===== src/sv/ordered_list_engine_top_defines.svh =====
// Assertion macros for the ordered list engine.
`ifndef ORDERED_LIST_ENGINE_TOP_DEFINES_SVH
`define ORDERED_LIST_ENGINE_TOP_DEFINES_SVH
`ifndef SYNTHESIS
`define OLE_ASSERT_IMPL(label, ante, cons) \
    label: assert property (@(posedge clk) disable iff (!rst_n) (ante) |-> (cons)) \
        else $error("assertion failed");
`define OLE_ASSERT_NEXT(label, ante, cons) \
    label: assert property (@(posedge clk) disable iff (!rst_n) (ante) |=> (cons)) \
        else $error("assertion failed");
`else
`define OLE_ASSERT_IMPL(label, ante, cons)
`define OLE_ASSERT_NEXT(label, ante, cons)
`endif
`endif


===== src/sv/ole_pkg.sv =====
// ----------------------------------------------------------------------------
// ole_pkg
// Shared constants and codes of the ordered list engine.
// ----------------------------------------------------------------------------
package ole_pkg;
    localparam int CAPACITY_DEF = 32;

    localparam logic [3:0] REQ_INS_FRONT  = 4'd0;
    localparam logic [3:0] REQ_INS_BACK   = 4'd1;
    localparam logic [3:0] REQ_INS_BEFORE = 4'd2;
    localparam logic [3:0] REQ_INS_AFTER  = 4'd3;
    localparam logic [3:0] REQ_DEL_FRONT  = 4'd4;
    localparam logic [3:0] REQ_DEL_BACK   = 4'd5;
    localparam logic [3:0] REQ_DEL_KEY    = 4'd6;
    localparam logic [3:0] REQ_SEARCH     = 4'd7;
    localparam logic [3:0] REQ_DUMP       = 4'd8;

    localparam logic [1:0] ST_DONE = 2'd0;
    localparam logic [1:0] ST_MISS = 2'd1;
    localparam logic [1:0] ST_FULL = 2'd2;

    typedef struct packed {
        logic [1:0]  status;
        logic [5:0]  position;
        logic [31:0] data;
        logic        last;
    } result_t;
endpackage


===== src/sv/ole_out_buf.sv =====
// ----------------------------------------------------------------------------
// ole_out_buf
// Two-entry result buffer, sequencer to output; space only while it is empty.
// ----------------------------------------------------------------------------
module ole_out_buf
    import ole_pkg::*;
(
    input  logic    clk,
    input  logic    rst_n,
    input  logic    push,
    input  result_t push_data,
    output logic    space,
    output logic    empty,
    output logic    out_valid,
    input  logic    out_ready,
    output result_t out_data
);
    result_t    buf_reg [2];
    logic [1:0] cnt_reg, cnt_next;
    logic       rd_reg, wr_reg;
    logic       pop;

    assign pop       = out_valid && out_ready;
    assign out_valid = cnt_reg != 2'd0;
    assign out_data  = buf_reg[rd_reg];
    assign space     = cnt_reg == 2'd0;
    assign empty     = cnt_reg == 2'd0;

    always_comb
    begin
        cnt_next = cnt_reg + {1'b0, push} - {1'b0, pop};
    end

    always_ff @(posedge clk or negedge rst_n)
    begin
        if (!rst_n)
        begin
            cnt_reg <= '0;
            rd_reg  <= 1'b0;
            wr_reg  <= 1'b0;
        end
        else
        begin
            cnt_reg <= cnt_next;
            if (pop)
                rd_reg <= ~rd_reg;
            if (push)
                wr_reg <= ~wr_reg;
        end
    end

    always_ff @(posedge clk)
    begin
        if (push)
            buf_reg[wr_reg] <= push_data;
    end
endmodule


===== src/sv/ole_core.sv =====
// ----------------------------------------------------------------------------
// ole_core
// Link memories and the walk/update sequencer of the ordered list.
// ----------------------------------------------------------------------------
module ole_core
    import ole_pkg::*;
#(
    parameter int CAPACITY = CAPACITY_DEF
)
(
    input  logic        clk,
    input  logic        rst_n,
    input  logic        start,
    input  logic [3:0]  req_type,
    input  logic [31:0] key,
    input  logic [31:0] value,
    output logic        idle,
    input  logic        res_space,
    output logic        res_push,
    output result_t     res_data
);
    `include "ordered_list_engine_top_defines.svh"

    localparam int IW = $clog2(CAPACITY + 1);
    localparam int AW = $clog2(CAPACITY);
    localparam logic [IW-1:0] NUL = IW'(CAPACITY);

    localparam logic [2:0] S_IDLE  = 3'd0;
    localparam logic [2:0] S_CLEAR = 3'd1;
    localparam logic [2:0] S_DISP  = 3'd2;
    localparam logic [2:0] S_WALK  = 3'd3;
    localparam logic [2:0] S_EVAL  = 3'd4;
    localparam logic [2:0] S_UPD   = 3'd5;
    localparam logic [2:0] S_EMIT  = 3'd6;

    logic [31:0]   val_mem [CAPACITY];
    logic [IW-1:0] nxt_mem [CAPACITY];

    logic [2:0]    state_reg, state_next;
    logic [IW-1:0] head_reg, head_next;
    logic [IW-1:0] free_reg, free_next;
    logic [IW-1:0] count_reg, count_next;
    logic [IW-1:0] clr_reg, clr_next;
    logic [3:0]    req_reg;
    logic [31:0]   key_reg, val_reg;
    logic [IW-1:0] cur_reg, cur_next;
    logic [IW-1:0] prv_reg, prv_next;
    logic [IW-1:0] stp_reg, stp_next;
    logic [1:0]    upd_reg, upd_next;
    logic [IW-1:0] tgt_reg, tgt_next;
    result_t       res_reg, res_next;
    logic          res_last_emit_reg, res_last_emit_next;

    // memory port controls
    logic          rd_en;
    logic [AW-1:0] rd_addr;
    logic [31:0]   rd_val;
    logic [IW-1:0] rd_nxt;
    logic          wv_en, wn_en;
    logic [AW-1:0] wv_addr, wn_addr;
    logic [IW-1:0] wn_data;

    logic full, step_end;

    always_ff @(posedge clk)
    begin
        if (rd_en)
        begin
            rd_val <= val_mem[rd_addr];
            rd_nxt <= nxt_mem[rd_addr];
        end
        if (wv_en)
            val_mem[wv_addr] <= val_reg;
        if (wn_en)
            nxt_mem[wn_addr] <= wn_data;
    end

    assign full     = (free_reg >= NUL) || (count_reg >= NUL);
    assign idle     = state_reg == S_IDLE;
    assign res_data = res_reg;
    // current node is read back in S_EVAL; step count bounded by capacity
    assign step_end = (stp_reg + 1'b1) >= NUL;

    always_comb
    begin
        state_next = state_reg;
        head_next  = head_reg;
        free_next  = free_reg;
        count_next = count_reg;
        clr_next   = clr_reg;
        cur_next   = cur_reg;
        prv_next   = prv_reg;
        stp_next   = stp_reg;
        upd_next   = upd_reg;
        tgt_next   = tgt_reg;
        res_next   = res_reg;
        res_last_emit_next = res_last_emit_reg;
        rd_en   = 1'b0;
        rd_addr = cur_reg[AW-1:0];
        wv_en   = 1'b0;
        wv_addr = free_reg[AW-1:0];
        wn_en   = 1'b0;
        wn_addr = free_reg[AW-1:0];
        wn_data = NUL;
        res_push = 1'b0;
        case (state_reg)
            S_CLEAR:
            begin
                wn_en    = 1'b1;
                wn_addr  = clr_reg[AW-1:0];
                wn_data  = clr_reg + 1'b1;
                clr_next = clr_reg + 1'b1;
                if (clr_reg + 1'b1 >= NUL)
                    state_next = S_IDLE;
            end
            S_IDLE:
            begin
                if (start)
                    state_next = S_DISP;
            end
            S_DISP:
            begin
                res_next = '{status: ST_DONE, position: '0, data: '0, last: 1'b1};
                cur_next = head_reg;
                prv_next = NUL;
                stp_next = '0;
                if (req_reg <= REQ_INS_AFTER && full)
                begin
                    res_next.status = ST_FULL;
                    state_next = S_EMIT;
                end
                else
                begin
                    case (req_reg)
                        REQ_INS_FRONT:
                        begin
                            upd_next = 2'd0;
                            state_next = S_UPD;
                        end
                        REQ_DEL_FRONT:
                        begin
                            if (head_reg >= NUL)
                            begin
                                res_next.status = ST_MISS;
                                state_next = S_EMIT;
                            end
                            else
                            begin
                                rd_en = 1'b1;
                                rd_addr = head_reg[AW-1:0];
                                upd_next = 2'd0;
                                state_next = S_UPD;
                            end
                        end
                        REQ_INS_BACK, REQ_DEL_BACK, REQ_INS_BEFORE, REQ_INS_AFTER,
                        REQ_DEL_KEY, REQ_SEARCH, REQ_DUMP:
                        begin
                            if (head_reg >= NUL)
                            begin
                                if (req_reg == REQ_INS_BACK)
                                begin
                                    upd_next = 2'd1;
                                    state_next = S_UPD;
                                end
                                else
                                begin
                                    res_next.status = ST_MISS;
                                    state_next = S_EMIT;
                                end
                            end
                            else
                            begin
                                rd_en = 1'b1;
                                rd_addr = head_reg[AW-1:0];
                                state_next = S_EVAL;
                            end
                        end
                        default:
                            state_next = S_EMIT;
                    endcase
                end
            end
            S_EVAL:
            begin
                // rd_val/rd_nxt hold entry cur_reg
                if (req_reg == REQ_DUMP)
                begin
                    res_next = '{status: ST_DONE, position: '0, data: rd_val,
                                 last: (rd_nxt >= NUL) || step_end};
                    state_next = S_WALK;
                end
                else if (req_reg == REQ_INS_BACK || req_reg == REQ_DEL_BACK)
                begin
                    if (rd_nxt >= NUL || step_end)
                    begin
                        upd_next = 2'd1;
                        state_next = S_UPD;
                    end
                    else
                    begin
                        prv_next = cur_reg;
                        cur_next = rd_nxt;
                        stp_next = stp_reg + 1'b1;
                        rd_en = 1'b1;
                        rd_addr = rd_nxt[AW-1:0];
                    end
                end
                else if (rd_val == key_reg)
                begin
                    tgt_next = rd_nxt;
                    if (req_reg == REQ_SEARCH)
                    begin
                        res_next.position = 6'(stp_reg) + 6'd1;
                        state_next = S_EMIT;
                    end
                    else
                    begin
                        upd_next = 2'd2;
                        state_next = S_UPD;
                    end
                end
                else if (rd_nxt >= NUL || step_end)
                begin
                    res_next.status = ST_MISS;
                    state_next = S_EMIT;
                end
                else
                begin
                    prv_next = cur_reg;
                    cur_next = rd_nxt;
                    stp_next = stp_reg + 1'b1;
                    rd_en = 1'b1;
                    rd_addr = rd_nxt[AW-1:0];
                end
            end
            S_WALK:
            begin
                // dump: push one result when there is space, then fetch the next entry unless it was the last
                if (res_space)
                begin
                    res_push = 1'b1;
                    if (res_reg.last)
                        state_next = S_IDLE;
                    else
                    begin
                        cur_next = tgt_reg;
                        stp_next = stp_reg + 1'b1;
                        rd_en = 1'b1;
                        rd_addr = tgt_reg[AW-1:0];
                        state_next = S_EVAL;
                    end
                end
            end
            S_UPD:
            begin
                // read of free head next pointer issued on the first pass of an insert
                case (upd_reg)
                    2'd3:
                    begin
                        // finish insert: free_head <= next of taken entry
                        free_next  = rd_nxt;
                        count_next = count_reg + 1'b1;
                        state_next = S_EMIT;
                    end
                    default:
                    begin
                        state_next = S_EMIT;
                        if (req_reg == REQ_DEL_FRONT)
                        begin
                            wn_en = 1'b1; wn_addr = head_reg[AW-1:0]; wn_data = free_reg;
                            free_next = head_reg;
                            head_next = rd_nxt;
                            if (count_reg != '0) count_next = count_reg - 1'b1;
                        end
                        else if (req_reg == REQ_DEL_BACK || req_reg == REQ_DEL_KEY)
                        begin
                            wn_en = 1'b1; wn_addr = cur_reg[AW-1:0]; wn_data = free_reg;
                            free_next = cur_reg;
                            if (count_reg != '0) count_next = count_reg - 1'b1;
                            if (prv_reg >= NUL)
                                head_next = (req_reg == REQ_DEL_BACK) ? rd_nxt : tgt_reg;
                            else
                            begin
                                upd_next = 2'd3;
                                tgt_next = (req_reg == REQ_DEL_BACK) ? rd_nxt : tgt_reg;
                                state_next = S_UPD;
                                // link fix done next cycle
                            end
                        end
                        else
                        begin
                            // insert: write value and link of new entry, read its old next
                            wv_en = 1'b1;
                            wn_en = 1'b1;
                            rd_en = 1'b1;
                            rd_addr = free_reg[AW-1:0];
                            case (req_reg)
                                REQ_INS_FRONT:  wn_data = head_reg;
                                REQ_INS_BACK:   wn_data = NUL;
                                REQ_INS_BEFORE: wn_data = cur_reg;
                                default:        wn_data = tgt_reg;
                            endcase
                            upd_next = 2'd3;
                            state_next = S_UPD;
                        end
                    end
                endcase
                if (upd_reg == 2'd3 && (req_reg == REQ_DEL_BACK || req_reg == REQ_DEL_KEY))
                begin
                    wn_en = 1'b1; wn_addr = prv_reg[AW-1:0]; wn_data = tgt_reg;
                    free_next = free_reg;
                    count_next = count_reg;
                end
                else if (upd_reg == 2'd3)
                begin
                    // hook new entry into its predecessor, or make it the head
                    case (req_reg)
                        REQ_INS_FRONT:
                            head_next = free_reg;
                        REQ_INS_BACK:
                        begin
                            if (head_reg >= NUL) head_next = free_reg;
                            else begin wn_en = 1'b1; wn_addr = cur_reg[AW-1:0];
                                wn_data = free_reg; end
                        end
                        REQ_INS_BEFORE:
                        begin
                            if (prv_reg >= NUL) head_next = free_reg;
                            else begin wn_en = 1'b1; wn_addr = prv_reg[AW-1:0];
                                wn_data = free_reg; end
                        end
                        default:
                        begin
                            wn_en = 1'b1; wn_addr = cur_reg[AW-1:0]; wn_data = free_reg;
                        end
                    endcase
                end
            end
            S_EMIT:
            begin
                if (res_space)
                begin
                    res_push = 1'b1;
                    state_next = S_IDLE;
                end
            end
            default:
                state_next = S_IDLE;
        endcase
    end

    // the dump walk keeps the next link in tgt
    always_ff @(posedge clk)
    begin
        if (state_reg == S_IDLE && start)
        begin
            req_reg <= req_type;
            key_reg <= key;
            val_reg <= value;
        end
    end

    always_ff @(posedge clk or negedge rst_n)
    begin
        if (!rst_n)
        begin
            state_reg <= S_CLEAR;
            head_reg  <= NUL;
            free_reg  <= '0;
            count_reg <= '0;
            clr_reg   <= '0;
            cur_reg   <= '0;
            prv_reg   <= '0;
            stp_reg   <= '0;
            upd_reg   <= '0;
            tgt_reg   <= '0;
            res_reg   <= '0;
            res_last_emit_reg <= 1'b0;
        end
        else
        begin
            state_reg <= state_next;
            head_reg  <= head_next;
            free_reg  <= free_next;
            count_reg <= count_next;
            clr_reg   <= clr_next;
            cur_reg   <= cur_next;
            prv_reg   <= prv_next;
            stp_reg   <= stp_next;
            upd_reg   <= upd_next;
            tgt_reg   <= (state_reg == S_EVAL && req_reg == REQ_DUMP) ? rd_nxt : tgt_next;
            res_reg   <= res_next;
            res_last_emit_reg <= res_push && res_reg.last;
        end
    end

    `OLE_ASSERT_IMPL(a_count_bound, 1'b1, count_reg <= NUL)
    `OLE_ASSERT_IMPL(a_push_space, res_push, res_space)
    `OLE_ASSERT_NEXT(a_last_idle, res_push && res_reg.last, state_reg == S_IDLE)
    `OLE_ASSERT_IMPL(a_last_flag, res_last_emit_reg, state_reg != S_WALK)
endmodule


===== src/sv/ordered_list_engine_top.sv =====
// ----------------------------------------------------------------------------
// ordered_list_engine_top
// Ordered list of signed 32-bit values kept as linked entries in memory.
// ----------------------------------------------------------------------------
// Requests arrive on the s_axis channel, results leave on m_axis.
// One request is worked at a time: the sequencer walks the link memory
// one entry per cycle (one read of the synchronous link/value memory each)
// when it seeks a key or the tail, then updates the links in S_UPD and
// sends the result from S_EMIT.
// A dump gives one result per entry, front first, tlast on the final one;
// it fetches the next entry only once the result before has been pushed.
// Every other request gives one result with tlast set.
// s_axis_tready is high only while the sequencer is idle and no result waits.
// After reset a clearing pass over all CAPACITY entries builds the free chain;
// s_axis_tready stays low during it.
// When the receiver stalls, results wait in the output buffer and the
// walk pauses; no result is lost or repeated.
// ----------------------------------------------------------------------------
module ordered_list_engine_top
    import ole_pkg::*;
#(
    parameter int CAPACITY = CAPACITY_DEF
)
(
    input  logic        clk,
    input  logic        rst_n,
    input  logic        s_axis_tvalid,
    output logic        s_axis_tready,
    input  logic [71:0] s_axis_tdata,  // req_type[3:0], key[35:4], value[67:36]
    output logic        m_axis_tvalid,
    input  logic        m_axis_tready,
    output logic [39:0] m_axis_tdata,  // status[1:0], position[7:2], data[39:8]
    output logic        m_axis_tlast
);
    logic    core_idle, buf_space, buf_empty, push, start;
    result_t push_data, out_data;

    assign s_axis_tready = core_idle && buf_empty;
    assign start = s_axis_tvalid && s_axis_tready;

    ole_core #(.CAPACITY(CAPACITY)) u_core (
        .clk(clk), .rst_n(rst_n), .start(start),
        .req_type(s_axis_tdata[3:0]), .key(s_axis_tdata[35:4]),
        .value(s_axis_tdata[67:36]), .idle(core_idle),
        .res_space(buf_space), .res_push(push), .res_data(push_data)
    );

    ole_out_buf u_buf (
        .clk(clk), .rst_n(rst_n), .push(push), .push_data(push_data),
        .space(buf_space), .empty(buf_empty), .out_valid(m_axis_tvalid),
        .out_ready(m_axis_tready), .out_data(out_data)
    );

    assign m_axis_tdata = {out_data.data, out_data.position, out_data.status};
    assign m_axis_tlast = out_data.last;
endmodule


===== config.mk =====
export PLATFORM = sky130hd
export DESIGN_NAME = ordered_list_engine_top
export DESIGN_NICKNAME = d
export VERILOG_FILES = /design/src/sv/ole_pkg.sv /design/src/sv/ole_out_buf.sv /design/src/sv/ole_core.sv /design/src/sv/ordered_list_engine_top.sv
export VERILOG_INCLUDE_DIRS = /design/src /design/src/sv
export SDC_FILE = /design/constraint.sdc
export NUM_CORES = 2
export LEC_CHECK = 0
export ABC_CLOCK_PERIOD_IN_PS = 7400
export BUFFER_PORTS_ARGS = -buffer_cell sky130_fd_sc_hd__buf_4
export CAP_MARGIN = 20
export CORE_MARGIN = 4
export CORE_UTILIZATION = 45
export DETAILED_ROUTE_END_ITERATION = 8
export SYNTH_ARGS = -nofsm -noshare
export SYNTH_HDL_FRONTEND = slang
export SYNTH_SLANG_ARGS = --single-unit

===== constraint.sdc =====
create_clock -name clk -period 7.4 [get_ports clk]
set_input_delay 0.74 -clock clk [delete_from_list [all_inputs] [get_ports clk]]
set_output_delay 0.74 -clock clk [all_outputs]
set_load 0.03 [all_outputs]

==> flow_summary.yaml <==
synthesis:
  synth.top_cell.area_share_pct: 67.69
  synth_area_leader_cell: "edfxtp_1"
  netlist_area_mm2: 0.06228
  synth-seq-cells: 1502
  synth-edff-count: 1404
  ys_async_sr_fraction_pct: 6.525
  yosys-top-cells-area: "edfxtp_1 68%, a211oi_1 5.1%, dfrtp_1 3.9%"
  synthCells: 4216
  yosysUniqueCellTypes: 92
  avgSynthCellArea_um2: 14.77
  ys.flop_type: "edfxtp_1"
  synth_nets: 4300
  yosysWarningCount: 0
  yosysSeqAreaShare_pct: 71.63
outcome:
  status: "finished, final reports clean"
drt:
  wl_per_cell_um: 27.01
  ant_nets: 0
  drt-pass1-iter-count: 6
  remaining_drc_errors: 0
  drtIter0Drc: 3902
  via_count: 38800
  via_per_inst: 6.230
  wl_um: 168300
run:
  drv_cap: 0
clocking:
  numCtsBuffers: 156
  numClockSinks: 1502
  cts_tree: "built"
  cts_max_path_buffers: 3
  post_cts_buffers: 0
  clockRootBuffer: "clkbuf_16"
  cts-htree-levels: 4
  insertion_delay_ns: 0.78
  clk_pin_slew_worst_paths_ns: 0.06
hold_path:
  hold_path_class: "input port to register"
  hold_depth: 1
  hp-start: "s_axis_tdata[41]"
  hold_end: "u_core.val_reg[5]$_DFFE_PP_"
sta:
  slew_violations: 0
  hold_viol: 0
  setup_viol: 0
  timing.final.crit_period_ns: 5.510
  fin_skew_ns: 0.03026
  min_period_over_period_pct: 74.45
  slew_headroom_pct: 24.15
  max_freq_mhz: 181.5
  tns_ns: 0
  worstMarginPinSlew_ns: 1.135
  rsz0062_at_grt: "false"
  setup_slack_ns: 1.890
die:
  rows: 136
  die-width_um: 380.0
  start_util_pct: 45.30
  fp.dieH_um: 380.0
  ios: 119
  die-area_mm2: 0.1444
  core_mm2: 0.1375
placement:
  pre_cts_ws_ns: 1.961
  post-dp-hpwl_um: 98630
  io_buffers: 114
  place_area_mm2: 0.06550
  gp_routability_congestion: 0.9097
grt:
  antenna_found_initial: 2
  grtUsageMet3_pct: 4.780
  grt.overflow.total: 0
  globalRoute.busiestLayer: "met2"
  grt_max_degree: 119
  grt_first_pass_wirelength_um: 246100
  grt_use_total_pct: 22.73
  gr-usage-met1_pct: 31.35
  grt_use_met2_pct: 36.15
  grt_pass1_vias: 37310
final_layout:
  largest_reg_flops: 1024
  antenna_cells: 0
  final.fill_count: 11350
  nets: 4397
  drive_gt1_share_pct: 14.48
  layout-area-overhead-vs-synth_pct: 13.55
  stdcell_area_mm2: 0.07072
  fin_util_pct: 51.44
worst_setup_path:
  critPathKind: "register to register"
  path_cells: "buf_4 -> nor2b_1 -> nand2_1 -> nand2_1 -> nor4_1 -> nor3_1 -> o21a_1 -> nand3_2 -> buf_4 -> o221ai_1 -> nor4_1 -> buf_4 -> nor4_1"
  cp_slowest_cell: "nand3_2"
  r2r_end: "u_core.rd_val[19]$_DFFE_PP_"
  start_kind: "register"
  ff2ff_path_depth: 13
  critical_path_required_ns: 7.93
  r2r-start: "u_core.req_reg[0]$_DFFE_PP_"
  crit_path_end_kind: "register"
  regToRegSetupSlack_ns: 1.89
  arrival_ns: 6.04
  cp_max_fo: 19
  crit_path_max_incr_delay_ns: 0.75
power:
  p_per_area_mw_per_mm2: 458.3
  ir_worst_vdd_mv: 0.4746
  p_leak_nw: 23.54
  total_power_mw: 32.41
-- how the worst max path moves through the flow --
stage                                      from                        endpoint  slack [ns]  depth (start not counted)
finish              u_core.req_reg[0]$_DFFE_PP_     u_core.rd_val[19]$_DFFE_PP_        1.89                         13
global route        u_core.req_reg[0]$_DFFE_PP_      u_core.rd_nxt[5]$_DFFE_PP_        1.57                         14
CTS                 u_core.req_reg[1]$_DFFE_PP_      u_core.rd_val[9]$_DFFE_PP_        1.94                         14
detailed placement  u_core.req_reg[1]$_DFFE_PP_      u_core.rd_val[9]$_DFFE_PP_        1.96                         14
global placement    u_core.req_reg[1]$_DFFE_PP_      u_core.rd_nxt[5]$_DFFE_PP_        1.94                         13
floorplan           u_core.req_reg[1]$_DFFE_PP_  u_core.nxt_mem[0][1]$_DFFE_PP_        3.69                          9
-- worst max-delay path, delay by kind of cell (launching register included) --
kind            cells  cell delay [ns]
compound gates      2             0.73
simple gates        8             2.84
flops               1             0.68
buf+inv             3             0.99
-- report_power, final --
part	total [mW]	switching (mW)	internal [mW]
registers	10.8	0.708	10.0
logic	14.1	9.29	4.80
clock network	7.57	3.26	4.31
total	32.4	13.3	19.2
-- area by class of cell --
| type | instances | area [um^2] | area share [%] |
|---|---|---|---|
| Timing Repair Buffer | 268 | 2447 | 3.461 |
| Tap cell | 1794 | 2245 | 3.174 |
| Clock inverter | 89 | 777.0 | 1.099 |
| Sequential cell | 1502 | 44620 | 63.09 |
| Clock buffer | 191 | 4140 | 5.854 |
| Multi-Input combinational cell | 2364 | 16420 | 23.21 |
| Inverter | 21 | 78.83 | 0.1115 |
-- synthesized netlist by cell type (10+ instances only) --
master / n
edfxtp_1: 1404
a211oi_1: 424
nand2_1: 328
mux2i_1: 234
a221oi_1: 189
clkbuf_1: 173
nor2_1: 169
a21oi_1: 161
o21ai_0: 146
nor4_1: 127
and3_1: 119
buf_2: 109
dfrtp_1: 96
mux2_2: 62
xor2_1: 45
a22oi_1: 42
o221ai_1: 41
nand3_1: 30
buf_6: 23
nor3_1: 22
o21ai_1: 22
a31oi_1: 19
inv_1: 19
buf_4: 16
nand2b_1: 14
o22ai_1: 11
nor2b_1: 10
xnor2_1: 10
-- cells in the final DEF (no fill, tap or decap), drive strengths merged, types with 8 or more instances in the layout --
master	n
inv	26
and3	120
o21ai	168
bufinv	9
nand2	330
nor2b	10
a21oi	163
mux2	62
o221ai	41
edfxtp	1404
nor2	170
nand2b	14
nand3b	8
a31oi	19
o211ai	8
nor4	128
clkinv	72
a22oi	42
mux2i	234
xnor2	10
a211oi	424
clkbuf	191
nor3	25
o22ai	12
dfrtp	96
nand3	31
a221oi	191
xor2	45
buf	267
-- metal layers --
layer,up-vias,part of all wire (%)
li1,17190,-
met1,19660,42
met2,1623,47
met3,326,8.2
met4,0,3.1
met5,-,0
-- per-stage QoR --
stage	std cells	hold WS, ns
6_report	6229	0.1358
5_1_grt	6229	0.09350
4_1_cts	6217	0.08349
3_5_place_dp	5936	0.4580
2_1_floorplan	4216	0.4382
3_3_place_gp	5936	0.4487
-- cells by family (layout without fill, tap and decap cells) --
kind of cell | after synthesis | in the layout | synth area share, %
and+or+nand+nor | 877 | 877 | 6.943
adders and majority gates | 8 | 8 | 0.1728
AOI/OAI and AO/OA | 1128 | 1128 | 12.88
muxes | 296 | 296 | 4.882
DFF | 1502 | 1502 | 71.63
buffers and inverters | 350 | 569 | 2.712
xor gates and xnor gates | 55 | 55 | 0.7734
-- timing repair --
| item | 4_1_cts | 5_1_grt |
|---|---|---|
| hold buffers | 1 | 0 |
| hold endpoints to repair | 44 | 0 |
| resized for setup | 0 | 0 |
Power figures use the tool's default switching activity.
